$ cat src/hw/rtl/xild_pkg.sv
// types, constants and opcode class tables for the x86-64 length decoder
// no dependencies; used by the top level and the testbench
`timescale 1ns / 1ps
`default_nettype none

package xild_pkg;

  localparam logic [7:0] BYTE_OPSIZE  = 8'h66;
  localparam logic [7:0] BYTE_ESCAPE  = 8'h0F;
  localparam logic [7:0] BYTE_MAP38   = 8'h38;
  localparam logic [7:0] BYTE_MAP3A   = 8'h3A;
  localparam logic [7:0] REX_MASK     = 8'hF0;
  localparam logic [7:0] REX_BASE     = 8'h40;
  localparam logic [7:0] REX_W_BIT    = 8'h08;

  localparam logic [1:0] MOD_DISP0    = 2'd0;
  localparam logic [1:0] MOD_DISP8    = 2'd1;
  localparam logic [1:0] MOD_DISP32   = 2'd2;
  localparam logic [1:0] MOD_REG      = 2'd3;
  localparam logic [2:0] RM_SIB       = 3'd4;
  localparam logic [2:0] RM_DISP32    = 3'd5;

  typedef enum logic [2:0] {
    PH_PREFIX = 3'd0,
    PH_OPCODE = 3'd1,
    PH_ESCAPE = 3'd2,
    PH_MAP3   = 3'd3,
    PH_MODRM  = 3'd4,
    PH_SIB    = 3'd5,
    PH_SKIP   = 3'd6
  } phase_e;

  typedef enum logic [3:0] {
    K_INVALID = 4'd0,
    K_NONE    = 4'd1,
    K_M       = 4'd2,
    K_M_I8    = 4'd3,
    K_M_IZ    = 4'd4,
    K_I8      = 4'd5,
    K_IZ      = 4'd6,
    K_I16     = 4'd7,
    K_REL8    = 4'd8,
    K_REL32   = 4'd9,
    K_MOVI    = 4'd10,
    K_GF6     = 4'd11,
    K_GF7     = 4'd12
  } op_class_e;

  typedef enum logic [1:0] {
    ST_DECODED = 2'd0,
    ST_INVALID = 2'd1,
    ST_TOO_LONG = 2'd2
  } status_e;

  typedef enum logic [1:0] {
    OC_PENDING = 2'd0,
    OC_DONE    = 2'd1,
    OC_BAD     = 2'd2
  } outcome_e;

  typedef struct packed {
    phase_e      phase;
    logic [4:0]  bytes_taken;
    logic        operand_size_short;
    logic        rex_wide;
    op_class_e   opcode_class;
    logic [1:0]  saved_mod;
    logic [3:0]  bytes_to_skip;
    logic [3:0]  pending_immediate;
    logic        rip_flag;
    logic [3:0]  disp_position;
  } dec_state_t;

  function automatic logic is_legacy_prefix(input logic [7:0] b);
    return b == 8'h67 || b == 8'hF0 || b == 8'hF2 || b == 8'hF3 ||
           b == 8'h2E || b == 8'h36 || b == 8'h3E || b == 8'h26 ||
           b == 8'h64 || b == 8'h65;
  endfunction

  function automatic op_class_e primary_class(input logic [7:0] b);
    op_class_e k;
    k = K_INVALID;
    priority if (b < 8'h40) begin
      if (b == BYTE_ESCAPE) k = K_INVALID;
      else if (b[2:0] <= 3'd3) k = K_M;
      else if (b[2:0] == 3'd4) k = K_I8;
      else if (b[2:0] == 3'd5) k = K_IZ;
      else k = K_INVALID;
    end else if (b >= 8'h50 && b <= 8'h5F) begin
      k = K_NONE;
    end else if (b >= 8'h70 && b <= 8'h7F) begin
      k = K_REL8;
    end else if (b >= 8'h84 && b <= 8'h8B) begin
      k = K_M;
    end else if (b >= 8'h90 && b <= 8'h99) begin
      k = K_NONE;
    end else if (b >= 8'hB0 && b <= 8'hB7) begin
      k = K_I8;
    end else if (b >= 8'hB8 && b <= 8'hBF) begin
      k = K_MOVI;
    end else if (b >= 8'hD0 && b <= 8'hD3) begin
      k = K_M;
    end else begin
      case (b)
        8'h63, 8'h8D, 8'h8F, 8'hFE, 8'hFF:               k = K_M;
        8'h68, 8'hA9:                                    k = K_IZ;
        8'h69, 8'h81, 8'hC7:                             k = K_M_IZ;
        8'h6A, 8'hA8:                                    k = K_I8;
        8'h6B, 8'h80, 8'h83, 8'hC0, 8'hC1, 8'hC6:        k = K_M_I8;
        8'h9C, 8'h9D, 8'hC3, 8'hC9, 8'hCC, 8'hF4:        k = K_NONE;
        8'hC2:                                           k = K_I16;
        8'hE8, 8'hE9:                                    k = K_REL32;
        8'hEB:                                           k = K_REL8;
        8'hF6:                                           k = K_GF6;
        8'hF7:                                           k = K_GF7;
        default:                                         k = K_INVALID;
      endcase
    end
    return k;
  endfunction

  function automatic op_class_e secondary_class(input logic [7:0] b);
    op_class_e k;
    k = K_INVALID;
    priority if ((b >= 8'h10 && b <= 8'h1F) || (b >= 8'h28 && b <= 8'h2F) ||
                 (b >= 8'h40 && b <= 8'h4F) || (b >= 8'h51 && b <= 8'h6F) ||
                 (b >= 8'h74 && b <= 8'h7F) || (b >= 8'h90 && b <= 8'h9F) ||
                 (b >= 8'hB3 && b <= 8'hB7) || (b >= 8'hBB && b <= 8'hBF) ||
                 (b >= 8'hC3 && b <= 8'hC6) || (b >= 8'hD0 && b <= 8'hFE)) begin
      k = K_M;
    end else if (b >= 8'h70 && b <= 8'h73) begin
      k = K_M_I8;
    end else if (b >= 8'h80 && b <= 8'h8F) begin
      k = K_REL32;
    end else begin
      case (b)
        8'h05, 8'h0B, 8'hA2:                             k = K_NONE;
        8'hA3, 8'hA5, 8'hAB, 8'hAD, 8'hAE, 8'hAF,
        8'hB0, 8'hB1, 8'hC0, 8'hC1:                      k = K_M;
        8'hA4, 8'hAC, 8'hBA, 8'hC2:                      k = K_M_I8;
        default:                                         k = K_INVALID;
      endcase
    end
    return k;
  endfunction

endpackage

`default_nettype wire

$ cat src/hw/rtl/xild_in_if.sv
// input channel of the length decoder: one code byte per beat
// depends on nothing
`timescale 1ns / 1ps
`default_nettype none

interface xild_in_if;
  logic       valid;
  logic       ready;
  logic [7:0] code_byte;
  logic       start_req;

  modport source (output valid, output code_byte, output start_req, input ready);
  modport sink   (input valid, input code_byte, input start_req, output ready);
endinterface

`default_nettype wire

$ cat src/hw/rtl/xild_out_if.sv
// result channel of the length decoder: one measured instruction per beat
// depends on nothing
`timescale 1ns / 1ps
`default_nettype none

interface xild_out_if;
  logic       valid;
  logic       ready;
  logic [1:0] status;
  logic [4:0] length;
  logic       relative_branch;
  logic       rip_relative;
  logic [3:0] displacement_offset;
  logic [3:0] immediate_size;

  modport source (output valid, output status, output length, output relative_branch,
                  output rip_relative, output displacement_offset,
                  output immediate_size, input ready);
  modport sink   (input valid, input status, input length, input relative_branch,
                  input rip_relative, input displacement_offset,
                  input immediate_size, output ready);
endinterface

`default_nettype wire

$ cat src/hw/rtl/x86_64_instruction_length_decoder.sv
// byte-serial x86-64 instruction length decoder, top level
// depends on xild_pkg, xild_in_if and xild_out_if
//
//   channel  dir  beat                                 handshake
//   in_i     in   code_byte, start_req                 valid/ready
//   out_o    out  status, length, branch/rip flags,    valid/ready
//                 displacement offset, immediate size
//
// one code byte per cycle while in_i is ready; each byte steps the decode state through the
// opcode class tables and, on completion or failure, loads the result register
// a result is registered and appears in the cycle after the byte that ends the instruction
// in_i stays ready while the result register is empty or being drained
// reset clears the decode state to prefix scan and empties the result register
`timescale 1ns / 1ps
`default_nettype none

module x86_64_instruction_length_decoder
  import xild_pkg::*;
#(
  parameter int unsigned MAX_LENGTH = 16
) (
  input  wire         clk_i,
  input  wire         rst_ni,
  xild_in_if.sink     in_i,
  xild_out_if.source  out_o
);

  dec_state_t state_q, state_d;
  dec_state_t cur, nxt;
  outcome_e   outcome;
  op_class_e  begin_cls;
  logic       do_begin;
  logic       do_tail;
  logic [3:0] tail_n;
  logic [3:0] imm;
  logic [3:0] disp;
  logic [3:0] immz;
  logic [7:0] b;
  logic       emit;
  logic       accept;

  logic       out_valid_q;
  logic [1:0] status_q, status_d;
  logic [4:0] length_q, length_d;
  logic       rel_q, rel_d;
  logic       rip_q, rip_d;
  logic [3:0] dpos_q, dpos_d;
  logic [3:0] imm_q, imm_d;

  assign b        = in_i.code_byte;
  assign in_i.ready = !out_valid_q || out_o.ready;
  assign accept   = in_i.valid && in_i.ready;

  always_comb begin
    cur       = in_i.start_req ? dec_state_t'('0) : state_q;
    nxt       = cur;
    nxt.bytes_taken = cur.bytes_taken + 5'd1;
    outcome   = OC_PENDING;
    do_begin  = 1'b0;
    begin_cls = K_INVALID;
    do_tail   = 1'b0;
    tail_n    = '0;
    imm       = '0;
    disp      = '0;
    immz      = cur.operand_size_short ? 4'd2 : 4'd4;

    unique case (cur.phase)
      PH_OPCODE: begin
        if (b == BYTE_ESCAPE) begin
          nxt.phase = PH_ESCAPE;
        end else begin
          do_begin  = 1'b1;
          begin_cls = primary_class(b);
        end
      end
      PH_ESCAPE: begin
        if (b == BYTE_MAP38 || b == BYTE_MAP3A) begin
          nxt.opcode_class = (b == BYTE_MAP3A) ? K_M_I8 : K_M;
          nxt.phase        = PH_MAP3;
        end else begin
          do_begin  = 1'b1;
          begin_cls = secondary_class(b);
        end
      end
      PH_MAP3: begin
        nxt.phase = PH_MODRM;
      end
      PH_MODRM: begin
        unique case (cur.opcode_class)
          K_GF6:   imm = (b[5:4] == 2'd0) ? 4'd1 : 4'd0;
          K_GF7:   imm = (b[5:4] == 2'd0) ? immz : 4'd0;
          K_M_I8:  imm = 4'd1;
          K_M_IZ:  imm = immz;
          default: imm = 4'd0;
        endcase
        nxt.pending_immediate = imm;
        if (b[7:6] != MOD_REG && b[2:0] == RM_SIB) begin
          nxt.saved_mod = b[7:6];
          nxt.phase     = PH_SIB;
        end else begin
          if (b[7:6] == MOD_DISP8) begin
            disp = 4'd1;
          end else if (b[7:6] == MOD_DISP32) begin
            disp = 4'd4;
          end else if (b[7:6] == MOD_DISP0 && b[2:0] == RM_DISP32) begin
            nxt.rip_flag      = 1'b1;
            nxt.disp_position = nxt.bytes_taken[3:0];
            disp              = 4'd4;
          end
          do_tail = 1'b1;
          tail_n  = disp + imm;
        end
      end
      PH_SIB: begin
        if (cur.saved_mod == MOD_DISP8) disp = 4'd1;
        else if (cur.saved_mod == MOD_DISP32) disp = 4'd4;
        else if (cur.saved_mod == MOD_DISP0 && b[2:0] == RM_DISP32) disp = 4'd4;
        do_tail = 1'b1;
        tail_n  = disp + cur.pending_immediate;
      end
      PH_SKIP: begin
        nxt.bytes_to_skip = cur.bytes_to_skip - 4'd1;
        if (nxt.bytes_to_skip == 4'd0) outcome = OC_DONE;
      end
      default: begin
        if (b == BYTE_OPSIZE) begin
          nxt.operand_size_short = 1'b1;
        end else if (is_legacy_prefix(b)) begin
          nxt.phase = cur.phase;
        end else if ((b & REX_MASK) == REX_BASE) begin
          nxt.rex_wide = (b & REX_W_BIT) != 8'd0;
          nxt.phase    = PH_OPCODE;
        end else if (b == BYTE_ESCAPE) begin
          nxt.phase = PH_ESCAPE;
        end else begin
          do_begin  = 1'b1;
          begin_cls = primary_class(b);
        end
      end
    endcase

    if (do_begin) begin
      nxt.opcode_class = begin_cls;
      unique case (begin_cls)
        K_NONE: begin
          nxt.pending_immediate = '0;
          outcome = OC_DONE;
        end
        K_REL8: begin
          nxt.pending_immediate = '0;
          do_tail = 1'b1;
          tail_n  = 4'd1;
        end
        K_REL32: begin
          nxt.pending_immediate = '0;
          do_tail = 1'b1;
          tail_n  = 4'd4;
        end
        K_M, K_M_I8, K_M_IZ, K_GF6, K_GF7: begin
          nxt.phase = PH_MODRM;
        end
        K_I8, K_I16, K_IZ, K_MOVI: begin
          unique case (begin_cls)
            K_I8:    imm = 4'd1;
            K_I16:   imm = 4'd2;
            K_IZ:    imm = immz;
            default: imm = cur.rex_wide ? 4'd8 : immz;
          endcase
          nxt.pending_immediate = imm;
          do_tail = 1'b1;
          tail_n  = imm;
        end
        default: begin
          outcome = OC_BAD;
        end
      endcase
    end

    if (do_tail) begin
      if (tail_n == 4'd0) begin
        outcome = OC_DONE;
      end else begin
        nxt.bytes_to_skip = tail_n;
        nxt.phase         = PH_SKIP;
      end
    end

    emit = (outcome != OC_PENDING) || (nxt.bytes_taken >= 5'(MAX_LENGTH));

    status_d = ST_TOO_LONG;
    length_d = '0;
    rel_d    = 1'b0;
    rip_d    = 1'b0;
    dpos_d   = '0;
    imm_d    = '0;
    if (outcome == OC_BAD) begin
      status_d = ST_INVALID;
    end else if (outcome == OC_DONE && nxt.bytes_taken <= 5'(MAX_LENGTH)) begin
      status_d = ST_DECODED;
      length_d = nxt.bytes_taken;
      rel_d    = (nxt.opcode_class == K_REL8) || (nxt.opcode_class == K_REL32);
      rip_d    = nxt.rip_flag;
      dpos_d   = nxt.rip_flag ? nxt.disp_position : 4'd0;
      imm_d    = nxt.pending_immediate;
    end

    state_d = state_q;
    if (accept) state_d = emit ? dec_state_t'('0) : nxt;
  end

  always_ff @(posedge clk_i or negedge rst_ni) begin
    if (!rst_ni) begin
      state_q     <= '0;
      out_valid_q <= 1'b0;
    end else begin
      state_q <= state_d;
      if (accept && emit) out_valid_q <= 1'b1;
      else if (out_o.ready) out_valid_q <= 1'b0;
    end
  end

  always_ff @(posedge clk_i) begin
    if (accept && emit) begin
      status_q <= status_d;
      length_q <= length_d;
      rel_q    <= rel_d;
      rip_q    <= rip_d;
      dpos_q   <= dpos_d;
      imm_q    <= imm_d;
    end
  end

  assign out_o.valid               = out_valid_q;
  assign out_o.status              = status_q;
  assign out_o.length              = length_q;
  assign out_o.relative_branch     = rel_q;
  assign out_o.rip_relative        = rip_q;
  assign out_o.displacement_offset = dpos_q;
  assign out_o.immediate_size      = imm_q;

endmodule

`default_nettype wire

$ cat src/flat_wrapper.sv
// flat-port wrapper written by rule: the top's interface ports become plain ports
module x86_64_instruction_length_decoder_flat import xild_pkg::*;
#(
  parameter int unsigned MAX_LENGTH = 16
)
  (clk_i, rst_ni, in_i_valid, in_i_code_byte, in_i_start_req, in_i_ready, out_o_valid, out_o_status, out_o_length, out_o_relative_branch, out_o_rip_relative, out_o_displacement_offset, out_o_immediate_size, out_o_ready);
  xild_in_if in_i_i ();
  xild_out_if out_o_i ();
  input  wire clk_i;
  input  wire rst_ni;
  input wire logic [$bits(in_i_i.valid)-1:0] in_i_valid;
  input wire logic [$bits(in_i_i.code_byte)-1:0] in_i_code_byte;
  input wire logic [$bits(in_i_i.start_req)-1:0] in_i_start_req;
  output wire logic [$bits(in_i_i.ready)-1:0] in_i_ready;
  output wire logic [$bits(out_o_i.valid)-1:0] out_o_valid;
  output wire logic [$bits(out_o_i.status)-1:0] out_o_status;
  output wire logic [$bits(out_o_i.length)-1:0] out_o_length;
  output wire logic [$bits(out_o_i.relative_branch)-1:0] out_o_relative_branch;
  output wire logic [$bits(out_o_i.rip_relative)-1:0] out_o_rip_relative;
  output wire logic [$bits(out_o_i.displacement_offset)-1:0] out_o_displacement_offset;
  output wire logic [$bits(out_o_i.immediate_size)-1:0] out_o_immediate_size;
  input wire logic [$bits(out_o_i.ready)-1:0] out_o_ready;
  assign in_i_i.valid = in_i_valid;
  assign in_i_i.code_byte = in_i_code_byte;
  assign in_i_i.start_req = in_i_start_req;
  assign in_i_ready = in_i_i.ready;
  assign out_o_valid = out_o_i.valid;
  assign out_o_status = out_o_i.status;
  assign out_o_length = out_o_i.length;
  assign out_o_relative_branch = out_o_i.relative_branch;
  assign out_o_rip_relative = out_o_i.rip_relative;
  assign out_o_displacement_offset = out_o_i.displacement_offset;
  assign out_o_immediate_size = out_o_i.immediate_size;
  assign out_o_i.ready = out_o_ready;
  x86_64_instruction_length_decoder #(.MAX_LENGTH(MAX_LENGTH)) u_core (.clk_i(clk_i), .rst_ni(rst_ni), .in_i(in_i_i), .out_o(out_o_i));
endmodule
$ cat config.mk
export PLATFORM = sky130hd
export DESIGN_NAME = x86_64_instruction_length_decoder_flat
export DESIGN_NICKNAME = d
export VERILOG_FILES = /design/src/hw/rtl/xild_pkg.sv /design/src/hw/rtl/xild_in_if.sv /design/src/hw/rtl/xild_out_if.sv /design/src/hw/rtl/x86_64_instruction_length_decoder.sv /design/src/flat_wrapper.sv
export SDC_FILE = /design/constraint.sdc
export NUM_CORES = 1
export LEC_CHECK = 0
export BUFFER_PORTS_ARGS = -buffer_cell sky130_fd_sc_hd__buf_2
export CORE_ASPECT_RATIO = 1.4
export CORE_MARGIN = 3
export CORE_UTILIZATION = 45
export DETAILED_ROUTE_END_ITERATION = 8
export PLACE_DENSITY_LB_ADDON = 0.05
export RECOVER_POWER = 25
export SYNTH_ARGS = -nofsm -noshare
export SYNTH_HDL_FRONTEND = slang
export SYNTH_SLANG_ARGS = --single-unit
export TNS_END_PERCENT = 100
$ cat constraint.sdc
create_clock -name clk_i -period 8.86 [get_ports clk_i]
set_clock_uncertainty 0.2 [all_clocks]
set_input_delay 0.443 -clock clk_i [delete_from_list [all_inputs] [get_ports clk_i]]
set_output_delay 0.443 -clock clk_i [all_outputs]
set_load 0.01 [all_outputs]
==> impl_results.html, run 1 <==
<table>
<tr><th>Metric</th><th>Value</th></tr>
<tr><th colspan="2">Run status</th></tr>
<tr><td>Outcome</td><td>finished with violations</td></tr>
<tr><td>Violations in the final reports</td><td>max-capacitance violations, max-slew violations</td></tr>
<tr><th colspan="2">Clock network</th></tr>
<tr><td>Clk sink count</td><td>between 40 and 50</td></tr>
<tr><td>Root buffer selected by CTS</td><td>clkbuf_16</td></tr>
<tr><td>Maximum buffer depth of the clock tree</td><td>2</td></tr>
<tr><td># hold bufs at CTS</td><td>0</td></tr>
<tr><td>Number of buffers created by CTS</td><td>5</td></tr>
<tr><td>TritonCTS clock tree</td><td>built</td></tr>
<tr><td>Clock-pin slew on the worst setup and hold paths</td><td>about 0.070 ns</td></tr>
<tr><td>Clock network latency to the later pin of the worst-skew pair</td><td>roughly 0.29 ns</td></tr>
<tr><td>Post-CTS resize count</td><td>0</td></tr>
<tr><td>CTS H-tree lvls</td><td>2</td></tr>
<tr><td>Setup bufs post-CTS</td><td>0</td></tr>
<tr><th colspan="2">STA</th></tr>
<tr><td>Minimum hold slack</td><td>approximately 0.28 ns</td></tr>
<tr><td>Min cycle time layout</td><td>4.82 ns</td></tr>
<tr><td>Transition time at the pin with the least slew margin</td><td>roughly 1.8 ns</td></tr>
<tr><td>Setup-failing EPs final</td><td>0</td></tr>
<tr><td>Final Cycle Share</td><td>0.544</td></tr>
<tr><td>Setup Total Neg Slack</td><td>0 ns</td></tr>
<tr><td>Headroom to the max-slew limit</td><td>-0.197</td></tr>
<tr><td>Final hold violation count</td><td>0</td></tr>
<tr><td>Unrepaired setup endpoints after global routing</td><td>no</td></tr>
<tr><td>Maximum operating frequency</td><td>between 200 and 250 MHz</td></tr>
<tr><td>Least setup slack across all paths after layout</td><td>4.04 ns</td></tr>
<tr><td>Number of pins exceeding their max-slew limit in the final report</td><td>31</td></tr>
<tr><th colspan="2">Drt</th></tr>
<tr><td>Antenna viol nets, final</td><td>0</td></tr>
<tr><td>Post-detailed-route via-to-cell ratio</td><td>6.65</td></tr>
<tr><td>Number of violations reported at the end of detailed-routing iteration 0</td><td>264</td></tr>
<tr><td>DRC violation count after routing</td><td>0</td></tr>
<tr><td>Drt wl/cell</td><td>around 22 um</td></tr>
<tr><td>Post-detailed-routing wire length</td><td>between 10000 and 15000 um</td></tr>
<tr><td>Vias</td><td>roughly 4000</td></tr>
<tr><td>Count of TritonRoute iterations in the first routing pass</td><td>5</td></tr>
<tr><th colspan="2">Global route</th></tr>
<tr><td>Met2 usage</td><td>0.438</td></tr>
<tr><td>Busiest layer in global routing</td><td>met2</td></tr>
<tr><td>Initial antenna violation count</td><td>0</td></tr>
<tr><td>Total routing resource utilization after global routing</td><td>0.253</td></tr>
<tr><td>Met1 demand-to-capacity share in global routing</td><td>0.301</td></tr>
<tr><td>GRT Residual Overflow</td><td>0</td></tr>
<tr><td>Vias in the first global route</td><td>slightly below 4000</td></tr>
<tr><td>Met3 Use GR</td><td>0.0177</td></tr>
<tr><td>Maximum number of pins on one net before global-route repair</td><td>38</td></tr>
<tr><td>First-pass GRT wire length</td><td>20700 um</td></tr>
<tr><th colspan="2">Floorplan</th></tr>
<tr><td>Initial core utilization</td><td>0.464</td></tr>
<tr><td>Full die area</td><td>roughly 0.011 mm2</td></tr>
<tr><td>Overall die width</td><td>about 90 um</td></tr>
<tr><td>I/O pin count</td><td>32</td></tr>
<tr><td>Height of the chip</td><td>120 um</td></tr>
<tr><td>Placeable core region</td><td>0.00903 mm2</td></tr>
<tr><td>Placement row count</td><td>41</td></tr>
<tr><th colspan="2">Synth</th></tr>
<tr><td>Adder-cell area share of the yosys netlist</td><td>0.0299</td></tr>
<tr><td>Top area cells in the synthesized netlist</td><td>dfrtp_1 18%, edfxtp_1 12%, nand2_1 4.7%</td></tr>
<tr><td>Number of synthesized flops with an enable pin</td><td>17</td></tr>
<tr><td>Simple-gate area share of the yosys netlist</td><td>0.284</td></tr>
<tr><td>Yosys warning count</td><td>0</td></tr>
<tr><td>Avg Synthesized Cell Area</td><td>~8.5 um2</td></tr>
<tr><td>Count of unique library cells instantiated by Yosys</td><td>84</td></tr>
<tr><td>Predominant post-synthesis flop cell</td><td>dfrtp_1</td></tr>
<tr><td>Synthesized-area fraction occupied by ao, oa, aoi and oai cells</td><td>0.281</td></tr>
<tr><td>Area fraction of the dominant cell type after synthesis</td><td>0.179</td></tr>
<tr><td>Xor and xnor area share after synthesis</td><td>0.0230</td></tr>
<tr><td>Synthesized net count</td><td>approximately 520</td></tr>
<tr><td>Fraction of synthesized area in multiplexers</td><td>0.0200</td></tr>
<tr><td>Instance count of the mapped netlist</td><td>about 500</td></tr>
<tr><td>Cell accounting for the most synthesized area</td><td>dfrtp_1</td></tr>
<tr><td>Dominant combinational cell family by area after synthesis</td><td>simple AND/OR/NAND/NOR gates</td></tr>
<tr><td>Cell area after synthesis</td><td>between 0.004 and 0.005 mm2</td></tr>
<tr><td>Seq/Total Area, Yosys</td><td>0.301</td></tr>
<tr><td>Register bit count reported by yosys</td><td>47</td></tr>
<tr><td>Asr flop ratio synth</td><td>0.638</td></tr>
<tr><th colspan="2">Power</th></tr>
<tr><td>Power per Cell Area</td><td>around 210 mW/mm2</td></tr>
<tr><td>Static Leak</td><td>about 1.7 nW</td></tr>
<tr><td>Peak ir drop on the vdd network</td><td>133 uV</td></tr>
<tr><td>Overall power consumption</td><td>around 0.91 mW</td></tr>
<tr><th colspan="2">Critical path</th></tr>
<tr><td>Crit path top cell by count</td><td>nor3_1</td></tr>
<tr><td>Reg-to-reg setup timing slack</td><td>4.04 ns</td></tr>
<tr><td>CP top delay family</td><td>compound AO/OA/AOI/OAI gates</td></tr>
<tr><td>Class of the most critical setup path</td><td>flip-flop to flip-flop</td></tr>
<tr><td>CP cell instances</td><td>and3_1 &gt; nor3_1 &gt; o31ai_1 &gt; a32oi_2 &gt; and3_4 &gt; o21ai_0 &gt; o211ai_1 &gt; nor4_1 &gt; o22ai_1 &gt; nor3_1</td></tr>
<tr><td>Arrival time at the worst endpoint</td><td>~4.6 ns</td></tr>
<tr><td>Worst-path fanout max</td><td>18</td></tr>
<tr><td>Type of origin of the critical path</td><td>flip-flop</td></tr>
<tr><td>Endpoint type of the worst setup path</td><td>flip-flop</td></tr>
<tr><td>Critical path's slowest cell</td><td>o22ai_1</td></tr>
<tr><td>Data required time of the worst path</td><td>8.66 ns</td></tr>
<tr><td>Critical Path Max Stage Delay</td><td>0.90 ns</td></tr>
<tr><td>Number of buffer and inverter stages on the critical path</td><td>0</td></tr>
<tr><th colspan="2">Cells and area</th></tr>
<tr><td>Most common library cell in the layout ignoring fill and taps</td><td>nand2_1</td></tr>
<tr><td>Highest-count cells in the layout ignoring fill and taps</td><td>53 x nand2_1, 39 x nor2_1, 30 x buf_2, 30 x dfrtp_1, 24 x nor3_1</td></tr>
<tr><td>Number of fill cells</td><td>between 900 and 1000</td></tr>
<tr><td>Antenna cells</td><td>0</td></tr>
<tr><td>Layout cells sized above 1</td><td>0.136</td></tr>
<tr><td>Nets</td><td>516</td></tr>
<tr><td>P&amp;R area growth vs syn</td><td>5.43%</td></tr>
<tr><th colspan="2">Place</th></tr>
<tr><td>PortBufs</td><td>31</td></tr>
<tr><td>Sum of net half-perimeters after detailed placement</td><td>around 9700 um</td></tr>
<tr><td>Final RePlAce weighted congestion</td><td>around 1.1</td></tr>
<tr><td>Pre-CTS setup slack</td><td>3.93 ns</td></tr>
<tr><th colspan="2">Flow run</th></tr>
<tr><td>Maximum capacitance violations</td><td>1</td></tr>
<tr><th colspan="2">Worst hold path</th></tr>
<tr><td>Hold Crit Class</td><td>flip-flop to flip-flop</td></tr>
</table>
==> state kept, by name, indices dropped and copies added (netlist names) <==
| name | count |
|---|---|
| u_core.state_q | 29 |
| u_core.out_o.length | 5 |
| u_core.out_o.displacement_offset | 4 |
| u_core.out_o.immediate_size | 4 |
| u_core.out_o.status | 2 |
| u_core.out_o.relative_branch | 1 |
| u_core.out_o.rip_relative | 1 |
| u_core.out_o.valid | 1 |
==> area by class of cell <==
| class | instances | area [um2] | area share |
|---|---|---|---|
| multi-input combinational | 397 | 2680 | 0.606 |
| clock inverter | 3 | 20.0 | 0.00453 |
| timing repair buffer | 33 | 169 | 0.0382 |
| clock buffer | 5 | 125 | 0.0283 |
| inverter | 9 | 33.8 | 0.00764 |
| tap | 107 | 134 | 0.0303 |
| sequential | 47 | 1260 | 0.285 |
==> routing by layer <==
layer  vias up  routed length, um
met2       169               6580
met5         -                  0
met3        58                587
met1      1900               5010
li1       1867                  -
met4         0                784
==> tightest hold or removal path, stage by stage (launching register included) <==
cell	delay [ns]
dfrtp_1	0.34
nand2_1	0.05
o31ai_1	0.05
==> cell usage after synthesis, drive strengths merged (6+ instances only) <==
cell	instances
o21ai	28
buf	26
a22o	8
edfxtp	17
nand4	8
a31oi	7
inv	9
a32o	8
and3	9
o31ai	19
nor2b	19
nor3	24
and2	6
dfrtp	30
nand2b	16
nand3	12
nor4	7
nand2	53
clkbuf	13
nor2	42
a21oi	20
xor2	6
ha	10
==> per-stage QoR <==
| step | instance area, um2 | util | cells |
|---|---|---|---|
| 3_3_place_gp | 4280 | 0.474 | 593 |
| 4_1_cts | 4420 | 0.490 | 601 |
| 3_5_place_dp | 4280 | 0.474 | 593 |
| 2_1_floorplan | 4190 | - | 492 |
| 5_1_grt | 4420 | 0.489 | 601 |
| 6_report | 4420 | 0.489 | 601 |
==> worst paths after layout <==
kind                                                                      to  cells after the start                           start
min in group asynchronous                     u_core.state_q[12]$_DFFE_PN0P_                      1                          rst_ni
min reg2reg                                    u_core.state_q[7]$_DFFE_PN0P_                      2   u_core.state_q[7]$_DFFE_PN0P_
max in group asynchronous                     u_core.state_q[23]$_DFFE_PN0P_                      1                          rst_ni
max reg2reg                u_core.out_o.displacement_offset[2]$_SDFFCE_PP0P_                     10  u_core.state_q[26]$_DFFE_PN0P_
max                        u_core.out_o.displacement_offset[2]$_SDFFCE_PP0P_                     10  u_core.state_q[26]$_DFFE_PN0P_
min                                            u_core.state_q[7]$_DFFE_PN0P_                      2   u_core.state_q[7]$_DFFE_PN0P_
==> kinds of logic (layout without fill, tap and decap cells) <==
| logic type | after synthesis | in the layout |
|---|---|---|
| compound gates | 145 | 145 |
| flops | 47 | 47 |
| mux | 8 | 8 |
| simple gates | 223 | 223 |
| fa+ha+maj | 10 | 10 |
| buf+inv | 48 | 50 |
| xor+xnor | 11 | 11 |
==> where the power goes <==
part,internal [mW],switching [mW],total [mW]
registers,0.278,0.0398,0.317
clock network,0.104,0.0818,0.186
logic,0.130,0.276,0.406
total,0.512,0.397,0.909
Power figures use the tool's default switching activity.
==> inputs of run 2 (changes only) <==
==> constraint.sdc (replaced) <==
create_clock -name clk_i -period 4 [get_ports clk_i]
set_clock_uncertainty 0.2 [all_clocks]
set_input_delay 0.2 -clock clk_i [delete_from_list [all_inputs] [get_ports clk_i]]
set_output_delay 0.2 -clock clk_i [all_outputs]
set_load 0.01 [all_outputs]
==> impl_results.html, run 2 (synthesis gave the netlist of run 1 again) <==
<table>
<tr><th>Metric</th><th>Value</th></tr>
<tr><th colspan="2">Drt</th></tr>
<tr><td>Drt wl/cell</td><td>20.4 um (was 21.6 um)</td></tr>
<tr><td>Post-detailed-routing wire length</td><td>13400 um (was 13000 um)</td></tr>
<tr><td>Antenna viol nets, final</td><td>0 (unchanged)</td></tr>
<tr><td>Post-detailed-route via-to-cell ratio</td><td>6.37 (was 6.65)</td></tr>
<tr><td>Count of TritonRoute iterations in the first routing pass</td><td>5 (unchanged)</td></tr>
<tr><td>Number of violations reported at the end of detailed-routing iteration 0</td><td>287 (was 264)</td></tr>
<tr><td>DRC violation count after routing</td><td>0 (unchanged)</td></tr>
<tr><td>Vias</td><td>4205 (was 3994)</td></tr>
<tr><th colspan="2">Critical path</th></tr>
<tr><td>Worst-path fanout max</td><td>13 (was 18)</td></tr>
<tr><td>CP cell instances</td><td>nor3_1 &gt; nor3_1 &gt; buf_4 &gt; o31a_1 &gt; nor2_1 &gt; a22o_1 &gt; buf_4 &gt; o21ai_0 &gt; a221oi_2 &gt; buf_4 &gt; o41ai_4 &gt; buf_4 &gt; nor2_2 &gt; a32o_1 (was and3_1 &gt; nor3_1 &gt; o31ai_1 &gt; a32oi_2 &gt; and3_4 &gt; o21ai_0 &gt; o211ai_1 &gt; nor4_1 &gt; o22ai_1 &gt; nor3_1)</td></tr>
<tr><td>Class of the most critical setup path</td><td>flip-flop to flip-flop (unchanged)</td></tr>
<tr><td>Crit path top cell by count</td><td>buf_4 (was nor3_1)</td></tr>
<tr><td>Launch point of the worst path</td><td>u_core.state_q[26]$_DFFE_PN0P_ (unchanged)</td></tr>
<tr><td>CP top delay family</td><td>compound AO/OA/AOI/OAI gates (unchanged)</td></tr>
<tr><td>Start of the worst register-to-register path</td><td>u_core.state_q[26]$_DFFE_PN0P_ (unchanged)</td></tr>
<tr><td>Number of buffer and inverter stages on the critical path</td><td>4 (was 0)</td></tr>
<tr><td>Arrival time at the worst endpoint</td><td>3.83 ns (was 4.62 ns)</td></tr>
<tr><td>Type of origin of the critical path</td><td>flip-flop (unchanged)</td></tr>
<tr><td>Critical Path Max Stage Delay</td><td>0.44 ns (was 0.90 ns)</td></tr>
<tr><td>Endpoint type of the worst setup path</td><td>flip-flop (unchanged)</td></tr>
<tr><td>Data required time of the worst path</td><td>4.02 ns (was 8.66 ns)</td></tr>
<tr><td>Critical path's slowest cell</td><td>dfrtp_1 (was o22ai_1)</td></tr>
<tr><th colspan="2">Clock network</th></tr>
<tr><td>Clk sink count</td><td>47 (unchanged)</td></tr>
<tr><td>TritonCTS clock tree</td><td>built (unchanged)</td></tr>
<tr><td>Clock-pin slew on the worst setup and hold paths</td><td>0.06 ns (was 0.07 ns)</td></tr>
<tr><td>Root buffer selected by CTS</td><td>clkbuf_16 (unchanged)</td></tr>
<tr><td>CTS H-tree lvls</td><td>2 (unchanged)</td></tr>
<tr><td>Post-CTS resize count</td><td>0 (unchanged)</td></tr>
<tr><td>Number of buffers created by CTS</td><td>5 (unchanged)</td></tr>
<tr><td>Clock network latency to the later pin of the worst-skew pair</td><td>0.29 ns (about the same)</td></tr>
<tr><td>Maximum buffer depth of the clock tree</td><td>2 (unchanged)</td></tr>
<tr><th colspan="2">Cells and area</th></tr>
<tr><td>Layout cells sized above 1</td><td>0.195 (was 0.136)</td></tr>
<tr><td>Non-Filler Cell Area, Final</td><td>0.00486 mm2 (was 0.00442 mm2)</td></tr>
<tr><td>Register name with the most flops</td><td>u_core.state_q (unchanged)</td></tr>
<tr><td>Antenna cells</td><td>0 (unchanged)</td></tr>
<tr><td>Highest-count cells in the layout ignoring fill and taps</td><td>59 x buf_4, 53 x nand2_1, 39 x nor2_1 (was 53 x nand2_1, 39 x nor2_1, 30 x buf_2, 30 x dfrtp_1, 24 x nor3_1)</td></tr>
<tr><td>Most common library cell in the layout ignoring fill and taps</td><td>buf_4 (was nand2_1)</td></tr>
<tr><td>P&amp;R area growth vs syn</td><td>15.9% (was 5.43%)</td></tr>
<tr><td>Max FFs per register</td><td>29 (unchanged)</td></tr>
<tr><td>Nets</td><td>575 (was 516)</td></tr>
<tr><td>Final design utilization</td><td>0.538 (was 0.489)</td></tr>
<tr><th colspan="2">Power</th></tr>
<tr><td>Switching power total</td><td>0.915 mW (was 0.397 mW)</td></tr>
<tr><td>Internal power contribution</td><td>1.28 mW (was 0.512 mW)</td></tr>
<tr><td>Static Leak</td><td>1.90 nW (was 1.67 nW)</td></tr>
<tr><td>Power per Cell Area</td><td>452 mW/mm2 (was 206 mW/mm2)</td></tr>
<tr><td>Clock network fraction of total power</td><td>0.189 (was 0.204)</td></tr>
<tr><td>Portion of total power attributed to sequential cells</td><td>0.304 (was 0.349)</td></tr>
<tr><td>Proportion of total power due to net switching</td><td>0.417 (was 0.437)</td></tr>
<tr><td>Peak ir drop on the vdd network</td><td>469 uV (was 133 uV)</td></tr>
<tr><td>Share of power burned in combinational logic</td><td>0.507 (was 0.447)</td></tr>
<tr><th colspan="2">STA</th></tr>
<tr><td>Headroom to the max-slew limit</td><td>-0.184 (was -0.197)</td></tr>
<tr><td>Final hold violation count</td><td>0 (unchanged)</td></tr>
<tr><td>Number of pins exceeding their max-slew limit in the final report</td><td>31 (unchanged)</td></tr>
<tr><td>Least setup slack across all paths after layout</td><td>0.188 ns (was 4.04 ns)</td></tr>
<tr><td>Unrepaired setup endpoints after global routing</td><td>no (unchanged)</td></tr>
<tr><td>Setup Total Neg Slack</td><td>0 ns (unchanged)</td></tr>
<tr><td>Setup-failing EPs final</td><td>0 (unchanged)</td></tr>
<tr><td>Maximum operating frequency</td><td>262 MHz (was 207 MHz)</td></tr>
<tr><td>Final Cycle Share</td><td>0.953 (was 0.544)</td></tr>
<tr><td>Min cycle time layout</td><td>3.81 ns (was 4.82 ns)</td></tr>
<tr><td>Transition time at the pin with the least slew margin</td><td>1.78 ns (was 1.80 ns)</td></tr>
<tr><th colspan="2">Global route</th></tr>
<tr><td>Total routing resource utilization after global routing</td><td>0.261 (was 0.253)</td></tr>
<tr><td>First-pass GRT wire length</td><td>21500 um (was 20700 um)</td></tr>
<tr><td>Vias in the first global route</td><td>4041 (was 3958)</td></tr>
<tr><td>GRT Residual Overflow</td><td>0 (unchanged)</td></tr>
<tr><td>Maximum number of pins on one net before global-route repair</td><td>31 (was 38)</td></tr>
<tr><td>Initial antenna violation count</td><td>0 (unchanged)</td></tr>
<tr><th colspan="2">Flow run</th></tr>
<tr><td>Maximum capacitance violations</td><td>1 (unchanged)</td></tr>
<tr><th colspan="2">Worst hold path</th></tr>
<tr><td>Hold Crit Class</td><td>input port to flip-flop (was flip-flop to flip-flop)</td></tr>
<tr><td>HP Start</td><td>out_o_ready (was u_core.state_q[7]$_DFFE_PN0P_)</td></tr>
<tr><th colspan="2">Floorplan</th></tr>
<tr><td>Full die area</td><td>0.0105 mm2 (unchanged)</td></tr>
<tr><td>Height of the chip</td><td>120 um (unchanged)</td></tr>
<tr><td>I/O pin count</td><td>32 (unchanged)</td></tr>
<tr><td>Overall die width</td><td>87.6 um (unchanged)</td></tr>
<tr><td>Placeable core region</td><td>0.00903 mm2 (unchanged)</td></tr>
<tr><td>Initial core utilization</td><td>0.464 (unchanged)</td></tr>
<tr><td>Placement row count</td><td>41 (unchanged)</td></tr>
<tr><th colspan="2">Place</th></tr>
<tr><td>PortBufs</td><td>31 (unchanged)</td></tr>
<tr><td>Sum of net half-perimeters after detailed placement</td><td>10400 um (was 9660 um)</td></tr>
<tr><td>Instance area after placement</td><td>0.00473 mm2 (was 0.00428 mm2)</td></tr>
<tr><td>Pre-CTS setup slack</td><td>0.142 ns (was 3.93 ns)</td></tr>
<tr><td>Final RePlAce weighted congestion</td><td>0.967 (was 1.07)</td></tr>
<tr><th colspan="2">Run status</th></tr>
<tr><td>Violations in the final reports</td><td>max-capacitance violations, max-slew violations (unchanged)</td></tr>
<tr><td>Outcome</td><td>finished with violations (unchanged)</td></tr>
</table>
run 2: worst paths after layout:
check                      slack, ns                              to  cells past startpoint
setup / recovery                0.19  u_core.state_q[26]$_DFFE_PN0P_                     14
hold / removal                  0.02  u_core.out_o.valid$_DFFE_PN0P_                      3
setup reg to reg                0.19  u_core.state_q[26]$_DFFE_PN0P_                     14
hold reg to reg                 0.28   u_core.state_q[7]$_DFFE_PN0P_                      2
max in group asynchronous       1.85  u_core.state_q[25]$_DFFE_PN0P_                      2
min in group asynchronous       0.72  u_core.state_q[11]$_DFFE_PN0P_                      2
run 2: layout make-up:
type,instances,area (um2)
fillers,865,4170
multi-input cells,397,2680
flip-flops and latches,47,1260
repair buffers,92,604
well taps,107,134
clock buffers,6,129
inverters,9,37.5
clock inverters,2,13.8
run 2: power groups by stage:
stage / combinational (mW) / sequential, mW / clock (mW)
floorplan: 0.682 / 0.685 / 0
global placement: 1.11 / 0.673 / 0
detailed placement: 1.11 / 0.674 / 0
CTS: 1.12 / 0.666 / 0.419
finish: 1.11 / 0.668 / 0.415
global route: 1.21 / 0.680 / 0.442
run 2: routing by layer:
layer,wire (um),up-vias,GRT usage
met5,0,-,0
met4,547,0,0.124
met3,448,44,0.0252
met2,7020,154,0.462
met1,5410,2020,0.307
li1,-,1987,-
run 2: worst register-to-register path, stage by stage (launching register included):
cell and delay, ns:
dfrtp_1 0.44, nor3_1 0.27, nor3_1 0.08, buf_4 0.16
o31a_1 0.35, nor2_1 0.26, a22o_1 0.30, buf_4 0.16
o21ai_0 0.09, a221oi_2 0.33, buf_4 0.18, o41ai_4 0.06
buf_4 0.21, nor2_2 0.39, a32o_1 0.27
run 2: repair_timing:
| action | in CTS | in global routing |
|---|---|---|
| setup buffers | 0 | 0 |
| hold endpoints to repair | 30 | 0 |
| hold buffers | 1 | 0 |
run 2: through the flow:
step                      power [mW]  cells  hold WS (ns)
after floorplan                 1.37    492        -0.296
after global placement          1.78    651         0.104
after detailed placement        1.79    651         0.114
after CTS                       2.20    660        0.0191
after global routing            2.33    660        0.0487
final                           2.20    660        0.0152
==> inputs of run 3 (changes only) <==
--- a/config.mk
+++ b/config.mk
@@ -11,7 +11,7 @@
 export CORE_UTILIZATION = 45
 export DETAILED_ROUTE_END_ITERATION = 8
 export PLACE_DENSITY_LB_ADDON = 0.05
-export RECOVER_POWER = 25
+export RECOVER_POWER = 100
 export SYNTH_ARGS = -nofsm -noshare
 export SYNTH_HDL_FRONTEND = slang
 export SYNTH_SLANG_ARGS = --single-unit
==> impl_results.html, run 3 (synthesis gave the netlist of run 1 again) <==
<table>
<tr><th>Metric</th><th>Value</th></tr>
<tr><th colspan="2">Global route</th></tr>
<tr><td>Total routing resource utilization after global routing</td><td>0.261 (unchanged)</td></tr>
<tr><td>GRT Residual Overflow</td><td>0 (unchanged)</td></tr>
<tr><td>Vias in the first global route</td><td>4041 (unchanged)</td></tr>
<tr><td>Initial antenna violation count</td><td>0 (unchanged)</td></tr>
<tr><td>Maximum number of pins on one net before global-route repair</td><td>31 (unchanged)</td></tr>
<tr><td>First-pass GRT wire length</td><td>21500 um (unchanged)</td></tr>
<tr><th colspan="2">Drt</th></tr>
<tr><td>Antenna viol nets, final</td><td>0 (unchanged)</td></tr>
<tr><td>Post-detailed-routing wire length</td><td>13500 um (was 13400 um)</td></tr>
<tr><td>DRC violation count after routing</td><td>0 (unchanged)</td></tr>
<tr><td>Post-detailed-route via-to-cell ratio</td><td>6.34 (was 6.37)</td></tr>
<tr><td>Number of violations reported at the end of detailed-routing iteration 0</td><td>334 (was 287)</td></tr>
<tr><td>Vias</td><td>4187 (was 4205)</td></tr>
<tr><td>Count of TritonRoute iterations in the first routing pass</td><td>5 (unchanged)</td></tr>
<tr><td>Drt wl/cell</td><td>20.4 um (about the same)</td></tr>
<tr><th colspan="2">Cells and area</th></tr>
<tr><td>Register name with the most flops</td><td>u_core.state_q (unchanged)</td></tr>
<tr><td>Antenna cells</td><td>0 (unchanged)</td></tr>
<tr><td>Max FFs per register</td><td>29 (unchanged)</td></tr>
<tr><td>Nets</td><td>575 (unchanged)</td></tr>
<tr><td>Highest-count cells in the layout ignoring fill and taps</td><td>56 x buf_4, 53 x nand2_1, 39 x nor2_1 (was 59 x buf_4, 53 x nand2_1, 39 x nor2_1)</td></tr>
<tr><td>Most common library cell in the layout ignoring fill and taps</td><td>buf_4 (unchanged)</td></tr>
<tr><td>P&amp;R area growth vs syn</td><td>15.2% (was 15.9%)</td></tr>
<tr><td>Non-filler cells in the finished layout</td><td>660 (unchanged)</td></tr>
<tr><td>Non-Filler Cell Area, Final</td><td>0.00483 mm2 (was 0.00486 mm2)</td></tr>
<tr><td>Layout cells sized above 1</td><td>0.192 (was 0.195)</td></tr>
<tr><th colspan="2">Clock network</th></tr>
<tr><td>CTS H-tree lvls</td><td>2 (unchanged)</td></tr>
<tr><td>Post-CTS resize count</td><td>0 (unchanged)</td></tr>
<tr><td>Setup bufs post-CTS</td><td>0 (unchanged)</td></tr>
<tr><td>Root buffer selected by CTS</td><td>clkbuf_16 (unchanged)</td></tr>
<tr><td>TritonCTS clock tree</td><td>built (unchanged)</td></tr>
<tr><td>Clock network latency to the later pin of the worst-skew pair</td><td>0.29 ns (about the same)</td></tr>
<tr><td>Clk sink count</td><td>47 (unchanged)</td></tr>
<tr><td>Number of buffers created by CTS</td><td>5 (unchanged)</td></tr>
<tr><td>Maximum buffer depth of the clock tree</td><td>2 (unchanged)</td></tr>
<tr><td>Clock-pin slew on the worst setup and hold paths</td><td>0.06 ns (about the same)</td></tr>
<tr><th colspan="2">Power</th></tr>
<tr><td>Peak ir drop on the vdd network</td><td>460 uV (was 469 uV)</td></tr>
<tr><td>Static Leak</td><td>1.89 nW (was 1.90 nW)</td></tr>
<tr><td>Power per Cell Area</td><td>449 mW/mm2 (was 452 mW/mm2)</td></tr>
<tr><td>Overall power consumption</td><td>2.17 mW (was 2.20 mW)</td></tr>
<tr><th colspan="2">Critical path</th></tr>
<tr><td>Type of origin of the critical path</td><td>flip-flop (unchanged)</td></tr>
<tr><td>CP cell instances</td><td>nor3_1 &gt; nor3_1 &gt; buf_4 &gt; o31a_1 &gt; nor2_1 &gt; a22o_1 &gt; buf_4 &gt; o21ai_0 &gt; a221oi_2 &gt; buf_4 &gt; o41ai_4 &gt; buf_4 &gt; nor2_2 &gt; a32o_1 (unchanged)</td></tr>
<tr><td>Reg-to-reg setup timing slack</td><td>0.20 ns (was 0.19 ns)</td></tr>
<tr><td>Endpoint type of the worst setup path</td><td>flip-flop (unchanged)</td></tr>
<tr><td>Critical path's slowest cell</td><td>dfrtp_1 (unchanged)</td></tr>
<tr><td>Data required time of the worst path</td><td>4.02 ns (about the same)</td></tr>
<tr><td>Arrival time at the worst endpoint</td><td>3.82 ns (was 3.83 ns)</td></tr>
<tr><td>Critical Path Max Stage Delay</td><td>0.44 ns (about the same)</td></tr>
<tr><td>Worst-path fanout max</td><td>13 (unchanged)</td></tr>
<tr><td>Class of the most critical setup path</td><td>flip-flop to flip-flop (unchanged)</td></tr>
<tr><td>Crit path top cell by count</td><td>buf_4 (unchanged)</td></tr>
<tr><th colspan="2">Flow run</th></tr>
<tr><td>Maximum capacitance violations</td><td>1 (unchanged)</td></tr>
<tr><th colspan="2">STA</th></tr>
<tr><td>Transition time at the pin with the least slew margin</td><td>1.79 ns (was 1.78 ns)</td></tr>
<tr><td>Least setup slack across all paths after layout</td><td>0.201 ns (was 0.188 ns)</td></tr>
<tr><td>Headroom to the max-slew limit</td><td>-0.195 (was -0.184)</td></tr>
<tr><td>Maximum operating frequency</td><td>263 MHz (was 262 MHz)</td></tr>
<tr><td>Final Cycle Share</td><td>0.950 (was 0.953)</td></tr>
<tr><td>Setup-failing EPs final</td><td>0 (unchanged)</td></tr>
<tr><td>Number of pins exceeding their max-slew limit in the final report</td><td>31 (unchanged)</td></tr>
<tr><td>Min cycle time layout</td><td>3.80 ns (was 3.81 ns)</td></tr>
<tr><td>Unrepaired setup endpoints after global routing</td><td>no (unchanged)</td></tr>
<tr><td>Setup Total Neg Slack</td><td>0 ns (unchanged)</td></tr>
<tr><td>Final hold violation count</td><td>0 (unchanged)</td></tr>
<tr><th colspan="2">Floorplan</th></tr>
<tr><td>Placement row count</td><td>41 (unchanged)</td></tr>
<tr><td>Overall die width</td><td>87.6 um (unchanged)</td></tr>
<tr><td>I/O pin count</td><td>32 (unchanged)</td></tr>
<tr><td>Full die area</td><td>0.0105 mm2 (unchanged)</td></tr>
<tr><td>Height of the chip</td><td>120 um (unchanged)</td></tr>
<tr><td>Initial core utilization</td><td>0.464 (unchanged)</td></tr>
<tr><td>Placeable core region</td><td>0.00903 mm2 (unchanged)</td></tr>
<tr><th colspan="2">Run status</th></tr>
<tr><td>Outcome</td><td>finished with violations (unchanged)</td></tr>
<tr><td>Violations in the final reports</td><td>max-capacitance violations, max-slew violations (unchanged)</td></tr>
<tr><th colspan="2">Place</th></tr>
<tr><td>Instance area after placement</td><td>0.00473 mm2 (unchanged)</td></tr>
<tr><td>Pre-CTS setup slack</td><td>0.142 ns (unchanged)</td></tr>
<tr><td>Final RePlAce weighted congestion</td><td>0.967 (unchanged)</td></tr>
<tr><td>PortBufs</td><td>31 (unchanged)</td></tr>
<tr><td>Placed Cells incl. Taps</td><td>651 (unchanged)</td></tr>
<tr><td>Sum of net half-perimeters after detailed placement</td><td>10400 um (unchanged)</td></tr>
<tr><th colspan="2">Worst hold path</th></tr>
<tr><td>Hold Crit Class</td><td>input port to flip-flop (unchanged)</td></tr>
</table>
==> run 3: metrics by stage <==
step	utilization	hold WS, ns
final	0.535	0.0172
after global routing	0.535	0.0531
after CTS	0.540	0.0191
after detailed placement	0.524	0.114
after global placement	0.524	0.104
after floorplan	-	-0.296
==> run 3: report_power, final <==
group	leakage [nW]	internal (mW)	switching, mW
combinational	1.25	0.411	0.675
clock	0.0708	0.232	0.182
sequential	0.575	0.615	0.0532
total	1.89	1.26	0.910
==> run 3: area by class of cell <==
cell class / instances / area (um2)
fillers: 871 / 4200
multi-input cells: 397 / 2670
flip-flops and latches: 47 / 1260
repair buffers: 92 / 583
well taps: 107 / 134
clock buffers: 6 / 129
inverters: 9 / 37.5
clock inverters: 2 / 13.8
==> run 3: critical path, delay by kind of cell, from the launching register on <==
family / cells / cell delay, ns
AOI/OAI and AO/OA: 6 / 1.39
and+or+nand+nor: 4 / 0.99
DFF: 1 / 0.44
buffers and inverters: 4 / 0.71
==> run 3: path summary, 6_finish.rpt <==
kind,from,cells after the start,to
min in group asynchronous,rst_ni,2,u_core.state_q[11]$_DFFE_PN0P_
worst max register to register,u_core.state_q[26]$_DFFE_PN0P_,14,u_core.state_q[26]$_DFFE_PN0P_
max in group asynchronous,rst_ni,2,u_core.state_q[25]$_DFFE_PN0P_
worst min-delay path,out_o_ready,3,u_core.out_o.valid$_DFFE_PN0P_
worst min register to register,u_core.state_q[7]$_DFFE_PN0P_,2,u_core.state_q[7]$_DFFE_PN0P_
worst max-delay path,u_core.state_q[26]$_DFFE_PN0P_,14,u_core.state_q[26]$_DFFE_PN0P_
==> run 3: timing repair <==
item / in CTS / in global routing
hold buffers: 1 / 0
endpoints found under the setup margin: 0 / 0
endpoints found under the hold margin: 30 / 0
==> run 3: layer usage <==
metal	GRT usage	vias to the layer above	wire length, um
met5	0	-	0
met4	0.124	0	531
met3	0.0252	38	457
met2	0.462	150	7010
met1	0.307	2009	5470
li1	-	1990	-
